`src/hw/rtl/slr_pkg.sv`:
```
// Shared types and constants for the styled line rasterizer.
`default_nettype none

package slr_pkg;

  // Default sizes handed to the top level.
  localparam int unsigned COORD_BITS_DEF     = 11;
  localparam int unsigned PATTERN_PERIOD_DEF = 4;

  // Line style register codes.
  typedef enum logic [1:0] {
    STYLE_SIMPLE = 2'd0,
    STYLE_DOTTED = 2'd1,
    STYLE_DASHED = 2'd2,
    STYLE_SOLID  = 2'd3
  } style_t;

  // Input item kinds carried on the slave tuser bit.
  localparam logic MODE_LOAD    = 1'b0;
  localparam logic MODE_ADVANCE = 1'b1;

  // Output tuser bit positions.
  localparam int unsigned OUT_USER_BITS = 2;
  localparam int unsigned USER_DRAWN    = 0;
  localparam int unsigned USER_THICK    = 1;

endpackage

`default_nettype wire

```
`src/hw/rtl/styled_line_rasterizer_unit.sv`:
```
// Bresenham line stepper with line styles; top level of the rasterizer.
// A pixel item is registered and appears on the master side in the cycle after its advance item is taken.
// Throughput: one item per clock unless a waiting pixel is not taken; the error-term update is combinational.
// A waiting pixel holds the input off unless the master side takes it in the same cycle.
// Reset (rst, synchronous): the line goes idle, the style becomes simple, the output empties.
// A load item gives no pixel; an advance item while idle gives none either.
`default_nettype none

module styled_line_rasterizer_unit #(
  parameter int unsigned COORD_BITS     = slr_pkg::COORD_BITS_DEF,
  parameter int unsigned PATTERN_PERIOD = slr_pkg::PATTERN_PERIOD_DEF,
  localparam int unsigned IN_DATA_BITS  = ((4 * COORD_BITS + 7) / 8) * 8,
  localparam int unsigned OUT_DATA_BITS = ((2 * COORD_BITS + 7) / 8) * 8
) (
  input  wire logic                              clk,
  input  wire logic                              rst,
  // Configuration write channel: line style.
  input  wire logic                              cfg_valid,
  output logic                                   cfg_ready,
  input  wire slr_pkg::style_t                   cfg_data,
  // Input items.
  input  wire logic                              s_axis_tvalid,
  output logic                                   s_axis_tready,
  // tdata: start_x, start_y, end_x, end_y from the lowest bit up, zero padded.
  input  wire logic [IN_DATA_BITS-1:0]           s_axis_tdata,
  // tuser: mode.
  input  wire logic                              s_axis_tuser,
  // Result items.
  output logic                                   m_axis_tvalid,
  input  wire logic                              m_axis_tready,
  // tdata: pixel_x, pixel_y from the lowest bit up, zero padded.
  output logic [OUT_DATA_BITS-1:0]               m_axis_tdata,
  // tuser: drawn, thick from the lowest bit up.
  output logic [slr_pkg::OUT_USER_BITS-1:0]      m_axis_tuser,
  output logic                                   m_axis_tlast
);

  import slr_pkg::*;

  localparam int unsigned ERR_BITS = COORD_BITS + 3;
  localparam int unsigned CNT_BITS = $clog2(PATTERN_PERIOD);
  localparam logic [CNT_BITS-1:0] CNT_LAST = CNT_BITS'(PATTERN_PERIOD - 1);

  // Line state.
  style_t                        line_style;
  logic signed [COORD_BITS-1:0]  cur_x, cur_y, target_x, target_y;
  logic        [COORD_BITS-1:0]  major_delta, minor_delta;
  logic signed [ERR_BITS-1:0]    error_term;
  logic                          step_neg_x, step_neg_y, steep, active;
  logic        [CNT_BITS-1:0]    pattern_count;

  // Output register.
  logic                          out_valid;
  logic signed [COORD_BITS-1:0]  out_x, out_y;
  logic                          out_drawn, out_thick, out_last;

  // Next values.
  logic signed [COORD_BITS-1:0]  cur_x_next, cur_y_next, target_x_next, target_y_next;
  logic        [COORD_BITS-1:0]  major_delta_next, minor_delta_next;
  logic signed [ERR_BITS-1:0]    error_term_next;
  logic                          step_neg_x_next, step_neg_y_next, steep_next, active_next;
  logic        [CNT_BITS-1:0]    pattern_count_next;
  logic                          emit;
  logic signed [COORD_BITS-1:0]  emit_x, emit_y;
  logic                          emit_drawn, emit_last;

  logic                          in_fire;
  logic                          at_end;

  assign cfg_ready     = 1'b1;
  assign s_axis_tready = !out_valid || m_axis_tready;
  assign in_fire       = s_axis_tvalid && s_axis_tready;
  assign at_end        = steep ? (cur_y == target_y) : (cur_x == target_x);

  // Load setup, the endpoint pixel, or one Bresenham step.
  always_comb begin
    logic signed [COORD_BITS-1:0] sx, sy, ex, ey;
    logic signed [COORD_BITS:0]   diff_x, diff_y;
    logic        [COORD_BITS-1:0] dx, dy, maj, mnr;
    logic signed [ERR_BITS-1:0]   two_major, two_minor;
    logic signed [COORD_BITS-1:0] step_x, step_y;
    logic                         err_pos;

    sx = s_axis_tdata[COORD_BITS-1:0];
    sy = s_axis_tdata[2*COORD_BITS-1:COORD_BITS];
    ex = s_axis_tdata[3*COORD_BITS-1:2*COORD_BITS];
    ey = s_axis_tdata[4*COORD_BITS-1:3*COORD_BITS];
    diff_x = {ex[COORD_BITS-1], ex} - {sx[COORD_BITS-1], sx};
    diff_y = {ey[COORD_BITS-1], ey} - {sy[COORD_BITS-1], sy};
    dx = diff_x[COORD_BITS] ? COORD_BITS'(-diff_x) : diff_x[COORD_BITS-1:0];
    dy = diff_y[COORD_BITS] ? COORD_BITS'(-diff_y) : diff_y[COORD_BITS-1:0];
    maj = (dy > dx) ? dy : dx;
    mnr = (dy > dx) ? dx : dy;

    two_major = $signed({2'b00, major_delta, 1'b0});
    two_minor = $signed({2'b00, minor_delta, 1'b0});
    step_x    = step_neg_x ? {COORD_BITS{1'b1}} : COORD_BITS'(1);
    step_y    = step_neg_y ? {COORD_BITS{1'b1}} : COORD_BITS'(1);
    err_pos   = !error_term[ERR_BITS-1];

    cur_x_next         = cur_x;
    cur_y_next         = cur_y;
    target_x_next      = target_x;
    target_y_next      = target_y;
    major_delta_next   = major_delta;
    minor_delta_next   = minor_delta;
    error_term_next    = error_term;
    step_neg_x_next    = step_neg_x;
    step_neg_y_next    = step_neg_y;
    steep_next         = steep;
    active_next        = active;
    pattern_count_next = pattern_count;
    emit               = 1'b0;
    emit_x             = cur_x;
    emit_y             = cur_y;
    emit_drawn         = 1'b1;
    emit_last          = 1'b0;

    if (s_axis_tuser == MODE_LOAD) begin
      cur_x_next         = sx;
      cur_y_next         = sy;
      target_x_next      = ex;
      target_y_next      = ey;
      major_delta_next   = maj;
      minor_delta_next   = mnr;
      error_term_next    = $signed({2'b00, mnr, 1'b0}) - $signed({3'b000, maj});
      step_neg_x_next    = !(diff_x > 0);
      step_neg_y_next    = !(diff_y > 0);
      steep_next         = dy > dx;
      pattern_count_next = '0;
      active_next        = 1'b1;
    end else if (active && at_end) begin
      // Endpoint: always drawn, closes the line.
      emit        = 1'b1;
      emit_x      = target_x;
      emit_y      = target_y;
      emit_last   = 1'b1;
      active_next = 1'b0;
    end else if (active) begin
      emit = 1'b1;
      case (line_style)
        STYLE_DOTTED: emit_drawn = (pattern_count == '0);
        STYLE_DASHED: emit_drawn = (pattern_count != '0);
        default:      emit_drawn = 1'b1;
      endcase
      if (steep) begin
        cur_y_next = cur_y + step_y;
        if (err_pos) begin
          cur_x_next = cur_x + step_x;
        end
      end else begin
        cur_x_next = cur_x + step_x;
        if (err_pos) begin
          cur_y_next = cur_y + step_y;
        end
      end
      error_term_next    = error_term - (err_pos ? two_major : '0) + two_minor;
      pattern_count_next = (pattern_count == CNT_LAST) ? '0 : pattern_count + 1'b1;
    end
  end

  // Control state.
  always_ff @(posedge clk) begin
    if (rst) begin
      line_style    <= STYLE_SIMPLE;
      active        <= 1'b0;
      pattern_count <= '0;
      out_valid     <= 1'b0;
    end else begin
      if (cfg_valid && cfg_ready) begin
        line_style <= cfg_data;
      end
      if (in_fire) begin
        active        <= active_next;
        pattern_count <= pattern_count_next;
        out_valid     <= emit;
      end else if (m_axis_tready) begin
        out_valid <= 1'b0;
      end
    end
  end

  // Line geometry and output payload.
  always_ff @(posedge clk) begin
    if (rst) begin
      cur_x       <= '0;
      cur_y       <= '0;
      target_x    <= '0;
      target_y    <= '0;
      major_delta <= '0;
      minor_delta <= '0;
      error_term  <= '0;
      step_neg_x  <= 1'b0;
      step_neg_y  <= 1'b0;
      steep       <= 1'b0;
    end else if (in_fire) begin
      cur_x       <= cur_x_next;
      cur_y       <= cur_y_next;
      target_x    <= target_x_next;
      target_y    <= target_y_next;
      major_delta <= major_delta_next;
      minor_delta <= minor_delta_next;
      error_term  <= error_term_next;
      step_neg_x  <= step_neg_x_next;
      step_neg_y  <= step_neg_y_next;
      steep       <= steep_next;
    end
    if (in_fire && emit) begin
      out_x     <= emit_x;
      out_y     <= emit_y;
      out_drawn <= emit_drawn;
      out_thick <= (line_style == STYLE_SOLID);
      out_last  <= emit_last;
    end
  end

  assign m_axis_tvalid            = out_valid;
  assign m_axis_tdata             = OUT_DATA_BITS'({out_y, out_x});
  assign m_axis_tuser[USER_DRAWN] = out_drawn;
  assign m_axis_tuser[USER_THICK] = out_thick;
  assign m_axis_tlast             = out_last;

  // A load always starts a fresh line with the pattern at its beginning.
  assert property (@(posedge clk) disable iff (rst)
    (in_fire && s_axis_tuser == MODE_LOAD) |=> (active && pattern_count == '0))
    else $error("load did not start a line");

  // Giving the endpoint ends the line.
  assert property (@(posedge clk) disable iff (rst)
    (in_fire && s_axis_tuser == MODE_ADVANCE && active && at_end) |=>
      (!active && out_valid && out_last))
    else $error("endpoint did not close the line");

  // The endpoint pixel is drawn in every style.
  assert property (@(posedge clk) disable iff (rst)
    (out_valid && out_last) |-> out_drawn)
    else $error("endpoint pixel not drawn");

  // An advance while idle leaves no pixel behind.
  assert property (@(posedge clk) disable iff (rst)
    (in_fire && s_axis_tuser == MODE_ADVANCE && !active) |=> !out_valid)
    else $error("pixel given while idle");

endmodule

`default_nettype wire
```
`config.mk`:
```
export PLATFORM = sky130hd
export DESIGN_NAME = styled_line_rasterizer_unit
export DESIGN_NICKNAME = d
export VERILOG_FILES = /design/src/hw/rtl/slr_pkg.sv /design/src/hw/rtl/styled_line_rasterizer_unit.sv
export SDC_FILE = /design/constraint.sdc
export NUM_CORES = 1
export LEC_CHECK = 0
export ABC_CLOCK_PERIOD_IN_PS = 20900
export BUFFER_PORTS_ARGS = -buffer_cell sky130_fd_sc_hd__buf_2
export CORE_MARGIN = 5
export CORE_UTILIZATION = 39
export CTS_CLUSTER_DIAMETER = 200
export CTS_CLUSTER_SIZE = 20
export DETAILED_ROUTE_END_ITERATION = 10
export GPL_ROUTABILITY_DRIVEN = 0
export PLACE_DENSITY = 0.55
export SLEW_MARGIN = 20
export SYNTH_ARGS = -nofsm -noshare
export SYNTH_HDL_FRONTEND = slang
export SYNTH_SLANG_ARGS = --single-unit
```
`constraint.sdc`:
```
create_clock -name clk -period 20.9 [get_ports clk]
set_clock_uncertainty 0.2 [all_clocks]
set_input_delay 3.135 -clock clk [delete_from_list [all_inputs] [get_ports clk]]
set_output_delay 3.135 -clock clk [all_outputs]
set_load 0.1 [all_outputs]
```
# Word level (Yosys, flattened, before mapping)
# Index checks and enable logic that the tools add are counted.
# Widths: inputs -> output; s select.
[op_classes] eq_ne=11 reduce_logical=16 magnitude_cmp=3 mux=38 bitwise_logic=2 n_addsub=10
[op_table] cell="$mux 11" count=20
[op_table] cell="$mux 14" count=3
[op_table] cell="$gt 12x1->1 const B" count=2
[op_table] cell="$sub 11x11->12" count=2
[op_table] cell="$add 11x11->11" count=2
[op_table] cell="$eq 11x11->1" count=2
[op_table] cell="$neg 11->11" count=2
[op_table] cell="$add 14x12->14" count=1
[op_table] cell="$sub 14x12->14" count=1
[op_table] cell="$sub 12x11->13" count=1
[op_table] cell="$mux 12" count=1
[op_table] cell="$gt 11x11->1" count=1
[op_table] cell="$mux 1" count=9
[op_table] cell="$mux 2" count=4
[op_table] cell="$reduce_and 4->1" count=2
[op_table] cell="$eq 2x2->1 const B" count=3
[op_table] cell="$ne 2x1->1 const B" count=2
[op_table] cell="$reduce_and 2->1" count=2
[op_table] cell="$reduce_bool 2->1" count=2
[op_table] cell="$logic_and 1x1->1" count=3
[op_table] cell="$logic_not 1->1" count=3
[op_table] cell="$ne 3x2->1 const B" count=1
[op_table] cell="$ne 3x3->1 const B" count=1
[op_table] cell="$reduce_and 3->1" count=1
[op_table] cell="other kinds (8)" count=9
[totals] reg_bits=114 output_inout_bits=30 word_cells=99

# Longest topological paths before layout
# Gate-level depths: netlist of run 1.
[depth] depth_word=7 mapped_depth=36

# Least setup slack after synthesis of run 1
# OpenSTA, ideal clock, no wires.
[synth_timing] kind="input to register" start="input port s_axis_tdata[22]" end="register error_term[12]" arrival_time_ns=9.270 cell_stages=34 slack_ns=11.345 n_path_buf=3 required_ns=20.614 path_cell_list="inv_1 ha_1 inv_1 fa_1 a211oi_2 nor2_2 xnor2_1 or4b_1 and2_1 xor2_1 ha_1 o21ai_0 a211o_1 a21o_1 o22ai_1 o211a_1 or2_1 buf_2 buf_6 buf_6 mux2i_1 ha_1 nor2b_1 o21ai_0 a21boi_0 o21ai_0 a21boi_0 o21ai_0 a21boi_0 o21ai_0 a21boi_0 o41ai_1 a31oi_1 a211oi_1"
[synth_between] elab_chain_cells=7 word_cells_on_any_way=8 classes_between="3 x add/sub; 1 x order compare; 4 x mux"
[synth_lines] element="start, declared" line_no="styled_line_rasterizer_unit.sv:25" text="input wire logic [IN_DATA_BITS-1:0] s_axis_tdata,"
[synth_lines] element="$sub 11x11->12 *" line_no="styled_line_rasterizer_unit.sv:88" text="diff_x = {ex[COORD_BITS-1], ex} - {sx[COORD_BITS-1], sx};"
[synth_lines] element="$neg 11->11" line_no="styled_line_rasterizer_unit.sv:90" text="dx = diff_x[COORD_BITS] ? COORD_BITS'(-diff_x) : diff_x[COORD_BITS-1:0];"
[synth_lines] element="$mux 11 *" line_no="styled_line_rasterizer_unit.sv:90"
[synth_lines] element="$gt 11x11->1" line_no="styled_line_rasterizer_unit.sv:92, styled_line_rasterizer_unit.sv:93"
[synth_lines] element="$mux 11 (on tied branches)" line_no="styled_line_rasterizer_unit.sv:93, styled_line_rasterizer_unit.sv:92"
[synth_lines] element="$sub 12x11->13 *" line_no="styled_line_rasterizer_unit.sv:126" text="error_term_next = $signed({2'b00, mnr, 1'b0}) - $signed({3'b000, maj});"
[synth_lines] element="$mux 14 *" line_no="styled_line_rasterizer_unit.sv:119" text="if (s_axis_tuser == MODE_LOAD) begin"
[synth_lines] element="end signal, assigned" line_no="styled_line_rasterizer_unit.sv:203" text="error_term <= error_term_next;"
[synth_lines] element="end, declared" line_no="styled_line_rasterizer_unit.sv:48" text="logic signed [ERR_BITS-1:0] error_term;"
# Every way passes the cells marked *; elsewhere a longest branch is shown, timed or not.
# A chain may end at the register's enable or synchronous reset.

# Worst setup path after layout of run 1
[layout_timing] start="input port s_axis_tdata[13]" end="register error_term[12]"
[layout_between] elab_chain_cells=7 word_cells_on_any_way=8 classes_between="3 x add/sub; 1 x order compare; 4 x mux"
[layout_lines] element="$sub 11x11->12 *" line_no="styled_line_rasterizer_unit.sv:89" text="diff_y = {ey[COORD_BITS-1], ey} - {sy[COORD_BITS-1], sy};"
[layout_lines] element="$neg 11->11" line_no="styled_line_rasterizer_unit.sv:91" text="dy = diff_y[COORD_BITS] ? COORD_BITS'(-diff_y) : diff_y[COORD_BITS-1:0];"
[layout_lines] element="$mux 11 *" line_no="styled_line_rasterizer_unit.sv:91"
[layout_lines] element="$gt 11x11->1" line_no="styled_line_rasterizer_unit.sv:92, styled_line_rasterizer_unit.sv:93"
[layout_lines] element="$mux 11 (on tied branches)" line_no="styled_line_rasterizer_unit.sv:93, styled_line_rasterizer_unit.sv:92"
[layout_lines] element="$sub 12x11->13 *" line_no="styled_line_rasterizer_unit.sv:126"
[layout_lines] element="$mux 14 *" line_no="styled_line_rasterizer_unit.sv:119"
# Marked as above.

==> impl_metrics.json, run 1 <==
{
  "status": "completed",
  "track_usage_pct": 18.13,
  "setup_tns_ns": 0,
  "core_sq_um": 23400,
  "hold_class": "flip-flop to flip-flop",
  "tritoncts": "built",
  "synth_area_sq_um": 9220,
  "highest_layer": "met4",
  "drive_gt1_share_pct": 12.03,
  "endpoint_kind": "flip-flop",
  "fmax_mhz": 90.35,
  "drtPass1Iterations": 5,
  "pin_count": 86,
  "postCtsResizedCells": 0,
  "path_buf_inv": 3,
  "vdd_ir_drop_max_mv": 0.05273,
  "dpl.hpwl_microns": 17590,
  "placed_cell_area_sq_um": 9846,
  "fin_cells": 1558,
  "synth_top_area_share_pct": 19.11,
  "h-tree-depth": 4,
  "nNetsFinal": 1376,
  "met3WireLength_microns": 957,
  "cts_buffers": 17,
  "synth-seq-cells": 113,
  "synthCells": 1172,
  "hold_buffers": 0,
  "drtIter0Drc": 407,
  "regMostFlops": "error_term",
  "die_h_microns": 163.8,
  "utilization_pct": 44.85,
  "r2r_end": "error_term[12]",
  "r2r_start": "error_term[13]",
  "dp_cells": 1526,
  "drv_slew": 0,
  "avgSynthCellArea_sq_um": 7.867,
  "ys.flop_type": "dfxtp_1",
  "synth_edf_count": 25,
  "slowest_delay_ns": 0.77,
  "synth_cell_type_count": 79,
  "largest_register_ffs": 13,
  "via_per_inst": 5.098,
  "cp_max_fo": 22,
  "grt_overflow": 0,
  "port_buffers": 78,
  "wl_met2_microns": 10980,
  "ys_seq_area_share_pct": 27.25,
  "hold_end": "major_delta[0]",
  "synth-async-reset-ratio_pct": 0,
  "synth.area.top_cells": "dfxtp_1, ha_1, edfxtp_1, nand2_1, inv_1",
  "finalPower_mw": 1.221,
  "nFillCells": 2447,
  "path_class": "primary input to flip-flop",
  "fin_area_sq_um": 10500,
  "area_growth_pct": 13.84,
  "fp.dieW_microns": 163.8,
  "clk_latency_ns": 0.42,
  "drtAntennaViolNets": 0,
  "wl_met1_microns": 11630,
  "die_area_sq_um": 26820,
  "antenna_found_initial": 0,
  "path_clk_slew_ns": 0.06,
  "routedWlPerCell_microns": 15.31,
  "yosysTopAreaCell": "dfxtp_1",
  "tightestPinTransition_ns": 1.046,
  "finalCritPeriodShare_pct": 52.96,
  "setup-violations-final": 0,
  "cpMostUsedCell": "o21ai_0",
  "cp_top_family": "compound AO/OA/AOI/OAI gates",
  "r2r_slack_ns": 16.33,
  "startpoint_type": "primary input",
  "max-cap-violations": 0,
  "min-delay-start": "major_delta[0]",
  "leakage_nw": 4.557,
  "clock-sinks": 113,
  "crit_required_ns": 21.02,
  "cellPowerDensity_nw_per_um2": 116.4,
  "num_antenna_cells": 0,
  "post_cts_buffers": 0,
  "arrival_ns": 11.18,
  "fin_crit_ns": 11.07,
  "cts_max_path_buffers": 2,
  "drc": 0,
  "cts-root-buf": "clkbuf_16",
  "fp-row-count": 56,
  "crit_slowest_cell": "or2_1",
  "grt_pass1_wl_microns": 39110,
  "rsz0062_at_grt": "false",
  "initial_utilization_pct": 39.40,
  "grt_max_degree": 90,
  "vias": 7943,
  "reg2regPathDepth": 16,
  "holdPathStages": 2,
  "hold_viol": 0,
  "routed_wl_microns": 23850,
  "relSlewSlack_pct": 30.27,
  "grt_pass1_vias": 7673,
  "ys.warnings.count": 0
}
-- metrics by stage --
stage	hold WS, ns	setup slack [ns]
after detailed placement	0.2503	9.595
after global routing	0.2743	8.787
after global placement	0.2403	9.729
after CTS	0.2590	9.929
final	0.2541	9.832
after floorplan	0.2251	11.34
-- per-layer routing --
layer  GRT usage, %  vias to the layer above
met4          4.003                        0
met3          3.112                       14
li1               -                     4125
met2          29.76                      140
met1          25.08                     3664
met5              0                        -
-- area by class of cell --
cell class	instances	area, sq um	share of cell area [%]
well taps	319	399.1	3.803
clock buffers	17	425.4	4.053
repair buffers	84	435.4	4.148
clock inverters	15	207.7	1.979
inverters	134	503.0	4.792
multi-input cells	876	6013	57.29
flip-flops and latches	113	2512	23.94
-- cells in the mapped netlist, types with 5 or more instances --
master,count
a31oi_1,9
mux2_2,5
fa_1,17
xor2_1,26
or3_1,5
o31a_1,6
edfxtp_1,25
clkbuf_1,34
mux2i_1,20
a21oi_1,94
a21boi_0,14
ha_1,77
nor4_1,8
xnor2_1,50
buf_4,5
nor3b_1,8
nor2_1,93
nand2_1,169
nand4_1,9
o21ai_0,68
and2_1,7
inv_1,132
and3_1,10
nor3_1,8
nand3_1,11
dfxtp_1,88
nor2b_1,29
nand2b_1,5
a211oi_1,36
a21o_1,14
-- how the worst max path moves through the flow --
stage | endpoint | from | depth (start not counted) | slack (ns)
floorplan | error_term[12] | s_axis_tdata[22] | 34 | 11.34
global placement | error_term[12] | s_axis_tdata[13] | 33 | 9.73
detailed placement | error_term[12] | s_axis_tdata[13] | 33 | 9.59
CTS | error_term[12] | s_axis_tdata[13] | 33 | 9.93
global route | error_term[12] | s_axis_tdata[13] | 33 | 8.79
finish | error_term[12] | s_axis_tdata[13] | 33 | 9.83
-- report_power, final --
part	switching, mW	internal (mW)
Sequential	0.0175	0.244
Clock	0.116	0.201
Combinational	0.374	0.269
-- kinds of logic after synthesis --
| group | after synthesis | share of synthesized area, % |
|---|---|---|
| simple gates | 382 | 19.22 |
| compound gates | 291 | 20.42 |
| buf+inv | 184 | 8.074 |
| flops | 113 | 27.25 |
| fa+ha+maj | 94 | 14.14 |
| xor+xnor | 78 | 7.572 |
| mux | 28 | 3.243 |
| other cells | 2 | 0.08145 |
-- placed cells by master (no fill, tap or decap), types with 4 or more instances in the layout --
master,synthesis,final
and3_1,10,10
nand2b_1,5,5
a211oi_1,36,36
o21ai_0,68,68
buf_4,5,6
o21a_1,4,4
nand4_1,9,9
inv_1,132,132
xor2_1,26,26
a31oi_1,9,7
o31a_1,6,6
a21boi_0,14,14
nor3_1,8,8
clkbuf_16,0,17
mux2_2,5,5
mux2i_1,20,20
buf_2,4,78
nand2_1,169,169
nand3_1,11,10
nor4_1,8,8
nor2_1,93,92
nor3b_1,8,8
nor2b_1,29,29
edfxtp_1,25,25
and2_1,7,7
bufinv_16,0,4
a21o_1,14,14
or3_1,5,5
ha_1,77,77
clkinv_4,0,4
fa_1,17,17
dfxtp_1,88,88
o211ai_1,4,4
a21oi_1,94,93
xnor2_1,50,50
-- worst min-delay path: stages (launching register included) --
cell	delay (ns)
dfxtp_1	0.31
nand2_1	0.05
a21oi_1	0.05
Power figures use the tool's default switching activity.
==> inputs of run 2 (changes only) <==
ABC_CLOCK_PERIOD_IN_PS = 10100   (was 20900)
PLACE_DENSITY = 0.57   (was 0.55)
clock period = 10.1 ns   (was 20.9 ns; I/O delays follow)
==> run 2 against run 1 <==
  * Final cell count up 0.13%
  * Worst setup slack got worse by 8.5 ns
  * Largest power group unchanged
  * Non-clock buffer count rose by 2
  * Worst hold slack got worse by 0.0041 ns
  * Combinational power rose by 110%
  * Clock power up 99%
==> impl_metrics.json, run 2 (synthesis gave the netlist of run 1 again) <==
{
  "vdd_ir_drop_max_mv": 0.1149,
  "crit_required_ns": 10.22,
  "status": "completed",
  "cts_buffers": 17,
  "clock-sinks": 113,
  "utilization_pct": 44.82,
  "leakage_nw": 4.545,
  "setup_tns_ns": 0,
  "h-tree-depth": 4,
  "drtIter0Drc": 398,
  "multiInputGateArea_sq_um": 6013,
  "arrival_ns": 8.94,
  "fin_crit_ns": 8.817,
  "drtPass1Iterations": 5,
  "pin_count": 86,
  "hold_buffers": 0,
  "max-cap-violations": 0,
  "hold_viol": 0,
  "grt_pass1_wl_microns": 39270,
  "via_per_inst": 5.125,
  "grt_overflow": 0,
  "vias": 7995,
  "tritoncts": "built",
  "fp-row-count": 56,
  "post_cts_buffers": 0,
  "grt_pass1_vias": 7837,
  "routed_wl_microns": 23940,
  "antenna_found_initial": 0,
  "routedWlPerCell_microns": 15.35,
  "cp_max_fo": 17,
  "path_clk_slew_ns": 0.06,
  "core_sq_um": 23400,
  "regMostFlops": "error_term",
  "grt_max_degree": 90,
  "clk_latency_ns": 0.42,
  "fp.dieW_microns": 163.8,
  "cpMostUsedCell": "o21ai_0",
  "num_antenna_cells": 0,
  "initial_utilization_pct": 39.40,
  "track_usage_pct": 18.19,
  "cts_max_path_buffers": 2,
  "finalCritPeriodShare_pct": 87.30,
  "endpoint_kind": "flip-flop",
  "path_class": "primary input to flip-flop",
  "drc": 0,
  "relSlewSlack_pct": 27.53,
  "hold_class": "flip-flop to flip-flop",
  "regArea_sq_um": 2512,
  "rsz0062_at_grt": "false",
  "slowest_delay_ns": 0.52,
  "die_h_microns": 163.8,
  "crit_slowest_cell": "o41ai_1",
  "drive_gt1_share_pct": 12.17,
  "fmax_mhz": 113.4,
  "nNetsFinal": 1378,
  "nFillCells": 2412,
  "port_buffers": 78,
  "drv_slew": 0,
  "die_area_sq_um": 26820,
  "cellPowerDensity_nw_per_um2": 238.6,
  "largest_register_ffs": 13,
  "dpl.hpwl_microns": 17460,
  "tightestPinTransition_ns": 1.087,
  "drtAntennaViolNets": 0,
  "postCtsResizedCells": 0,
  "final_common_cell": "nand2_1",
  "startpoint_type": "primary input",
  "final_cell_mix": "nand2_1, inv_1, a21oi_1",
  "cts-root-buf": "clkbuf_16",
  "area_growth_pct": 13.76,
  "setup-violations-final": 0
}
==> run 2: per-layer routing <==
| metal | wire [microns] | vias to the layer above | track usage (%) |
|---|---|---|---|
| li1 | - | 4128 | - |
| met1 | 11630 | 3704 | 24.85 |
| met2 | 11060 | 142 | 30.03 |
| met3 | 983 | 21 | 3.212 |
| met4 | 269 | 0 | 4.308 |
| met5 | 0 | - | 0 |
==> run 2: critical path: cells and delay by family <==
kind,cells,cell delay [ns]
buffers and inverters,4,0.54
AO/OA/AOI/OAI,21,4.57
adder cells (fa/ha/maj),3,1.01
XOR/XNOR,1,0.33
multiplexers,1,0.38
AND/OR/NAND/NOR,3,0.57
==> run 2: final timing paths <==
check                    from              to  slack, ns  cells after the start
max          s_axis_tdata[13]  error_term[12]       1.28                     33
max reg2reg    error_term[13]  error_term[12]       5.59                     16
min reg2reg    major_delta[1]  major_delta[1]       0.25                      2
min            major_delta[1]  major_delta[1]       0.25                      2
==> run 2: stage by stage <==
stage	area [sq um]	power [mW]	setup slack [ns]	hold WS (ns)	std cells
6_report	10490	2.503	1.283	0.2500	1560
5_1_grt	10490	2.727	0.5311	0.2724	1560
4_1_cts	10470	2.520	1.372	0.2502	1560
3_5_place_dp	9861	1.872	0.9822	0.2419	1528
3_3_place_gp	9861	1.858	1.004	0.2410	1528
2_1_floorplan	9224	1.620	2.165	0.2251	1173
==> run 2: power breakdown <==
part           switching, mW  internal, mW  total, mW
combinational          0.771         0.559       1.33
clock                  0.242         0.390      0.632
sequential            0.0351         0.505      0.540
total                   1.05          1.45       2.50
==> run 2: layout make-up <==
| type | instances | share of cell area [%] |
|---|---|---|
| clock inverters | 15 | 1.765 |
| well taps | 319 | 3.805 |
| multi-input cells | 876 | 57.33 |
| clock buffers | 17 | 4.056 |
| repair buffers | 86 | 4.294 |
| flip-flops and latches | 113 | 23.95 |
| inverters | 134 | 4.795 |
==> inputs of run 3 (changes only) <==
ABC_CLOCK_PERIOD_IN_PS = 7600   (was 10100)
clock period = 7.6 ns   (was 10.1 ns; I/O delays follow)
==> run 3 against run 2 <==
  * Clock power up 33%
  * Non-clock buffer count up 151
  * Worst setup slack worse by 0.91 ns
  * Via count up 6.6%
  * Highest routed layer unchanged
  * Worst hold slack better by 0.0031 ns
  * Flip-flop and latch count unchanged
==> impl_metrics.json, run 3 (synthesis gave the netlist of run 1 again) <==
{
  "status": "completed",
  "fin_area_sq_um": 11740,
  "r2r_end": "error_term[12]",
  "via_per_inst": 4.982,
  "placed_cell_area_sq_um": 10970,
  "fp.dieW_microns": 163.8,
  "pin_count": 86,
  "setup_ws_ns": 0.3707,
  "track_usage_pct": 18.58,
  "area_growth_pct": 27.29,
  "clkPwrFrac_pct": 22.6,
  "path_clk_slew_ns": 0.06,
  "slowest_delay_ns": 0.52,
  "path_class": "primary input to flip-flop",
  "relSlewSlack_pct": 26.78,
  "cellPowerDensity_nw_per_um2": 315.9,
  "vdd_ir_drop_max_mv": 0.1632,
  "routedWlPerCell_microns": 14.49,
  "p_switching_mw": 1.485,
  "r2r_start": "error_term[13]",
  "leakage_nw": 5.309,
  "cts_max_path_buffers": 2,
  "hold_viol": 0,
  "regMostFlops": "error_term",
  "crit_path_end": "error_term[13]",
  "hold_class": "flip-flop to flip-flop",
  "routed_wl_microns": 24790,
  "core_sq_um": 23400,
  "tightestPinTransition_ns": 1.095,
  "crit_required_ns": 7.74,
  "antenna_found_initial": 0,
  "grt_pass1_wl_microns": 40370,
  "initial_utilization_pct": 39.40,
  "drtIter0Drc": 357,
  "reg2regPathDepth": 16,
  "clk_latency_ns": 0.43,
  "grt_pass1_vias": 8320,
  "holdWs_ns": 0.2531,
  "netSwitchingFraction_pct": 40.04,
  "endpoint_kind": "flip-flop",
  "drtAntennaViolNets": 0,
  "startpoint": "s_axis_tdata[22]",
  "cts_buffers": 17,
  "grt_max_degree": 90,
  "vias": 8525,
  "final_common_cell": "nand2_1",
  "intPower_mw": 2.223,
  "port_buffers": 78,
  "clock-sinks": 113,
  "max-cap-violations": 0,
  "drv_slew": 0,
  "utilization_pct": 50.15,
  "place_ws_ns": -0.6117,
  "crit_slowest_cell": "or4b_4",
  "fmax_mhz": 138.3,
  "die_area_sq_um": 26820,
  "die_h_microns": 163.8,
  "r2r_slack_ns": 3.56,
  "cp_max_fo": 5,
  "fin_crit_ns": 7.229,
  "drtPass1Iterations": 5,
  "dpl.hpwl_microns": 18400,
  "setup-violations-final": 0,
  "combPwrFrac_pct": 58.1,
  "largest_register_ffs": 13,
  "h-tree-depth": 4,
  "drive_gt1_share_pct": 23.28,
  "drc": 0,
  "setup_tns_ns": 0,
  "startpoint_type": "primary input",
  "hold_buffers": 0,
  "nNetsFinal": 1529,
  "tritoncts": "built",
  "fp-row-count": 56,
  "num_antenna_cells": 0,
  "cts-root-buf": "clkbuf_16",
  "nFillCells": 2334,
  "arrival_ns": 7.37,
  "grt_overflow": 0,
  "finalCritPeriodShare_pct": 95.12,
  "p_seq_share_pct": 19.2,
  "final_cell_mix": "nand2_1, buf_4, inv_1"
}
==> run 3: changes by cell type in the layout (fill, tap and decap cells not counted), sizes merged <==
| cell | previous run | this run |
|---|---|---|
| inv | 134 | 135 |
| clkinv | 8 | 7 |
| buf | 86 | 237 |
==> run 3: worst min-delay path by stage <==
stage	startpoint	end	slack [ns]	cells after the start
2_1_floorplan	error_term[11]	error_term[11]	0.23	2
3_3_place_gp	major_delta[1]	major_delta[1]	0.24	2
3_5_place_dp	major_delta[1]	major_delta[1]	0.25	2
4_1_cts	major_delta[1]	major_delta[1]	0.26	2
5_1_grt	minor_delta[3]	minor_delta[3]	0.27	2
6_report	major_delta[0]	major_delta[0]	0.25	2
==> run 3: metal layers <==
| layer | GRT usage [%] | share of wire (%) | up-vias |
|---|---|---|---|
| met5 | 0 | 0 | - |
| met4 | 4.689 | 1.3 | 0 |
| met3 | 2.861 | 3.1 | 28 |
| met2 | 30.89 | 47 | 146 |
| met1 | 25.36 | 49 | 3924 |
| li1 | - | - | 4427 |
==> run 3: area by class of cell <==
class / instances / area, sq um / area share, %
flip-flops and latches: 113 / 2512 / 21.41
clock inverters: 15 / 185.2 / 1.578
inverters: 134 / 503.0 / 4.286
well taps: 319 / 399.1 / 3.401
clock buffers: 17 / 425.4 / 3.625
repair buffers: 237 / 1600 / 13.64
multi-input cells: 876 / 6111 / 52.07
==> run 3: stage by stage <==
| step | cells | total power, mW |
|---|---|---|
| after floorplan | 1173 | 2.153 |
| after global placement | 1676 | 2.736 |
| after detailed placement | 1676 | 2.771 |
| after CTS | 1708 | 3.643 |
| after global routing | 1711 | 4.016 |
| final | 1711 | 3.708 |
==> run 3: critical path, delay by kind of cell <==
family                   cells  cell delay [ns]
buffers and inverters        6             0.63
multiplexers                 1             0.34
AO/OA/AOI/OAI               15             2.64
AND/OR/NAND/NOR              5             1.13
adder cells (fa/ha/maj)      4             1.15
XOR/XNOR                     2             0.31
==> run 3: timing repair <==
item | 4_1_cts | 5_1_grt
setup buffers | 0 | 3
pin swaps | 0 | 11
gates resized for setup | 5 | 32
setup endpoints to repair | 3 | 8
==> run 3: power by group through the flow <==
stage	Clock, mW	Sequential [mW]	Combinational, mW
global placement	0	0.724	2.01
global route	0.880	0.720	2.42
finish	0.839	0.713	2.15
floorplan	0	0.734	1.42
CTS	0.860	0.713	2.07
detailed placement	0	0.726	2.05
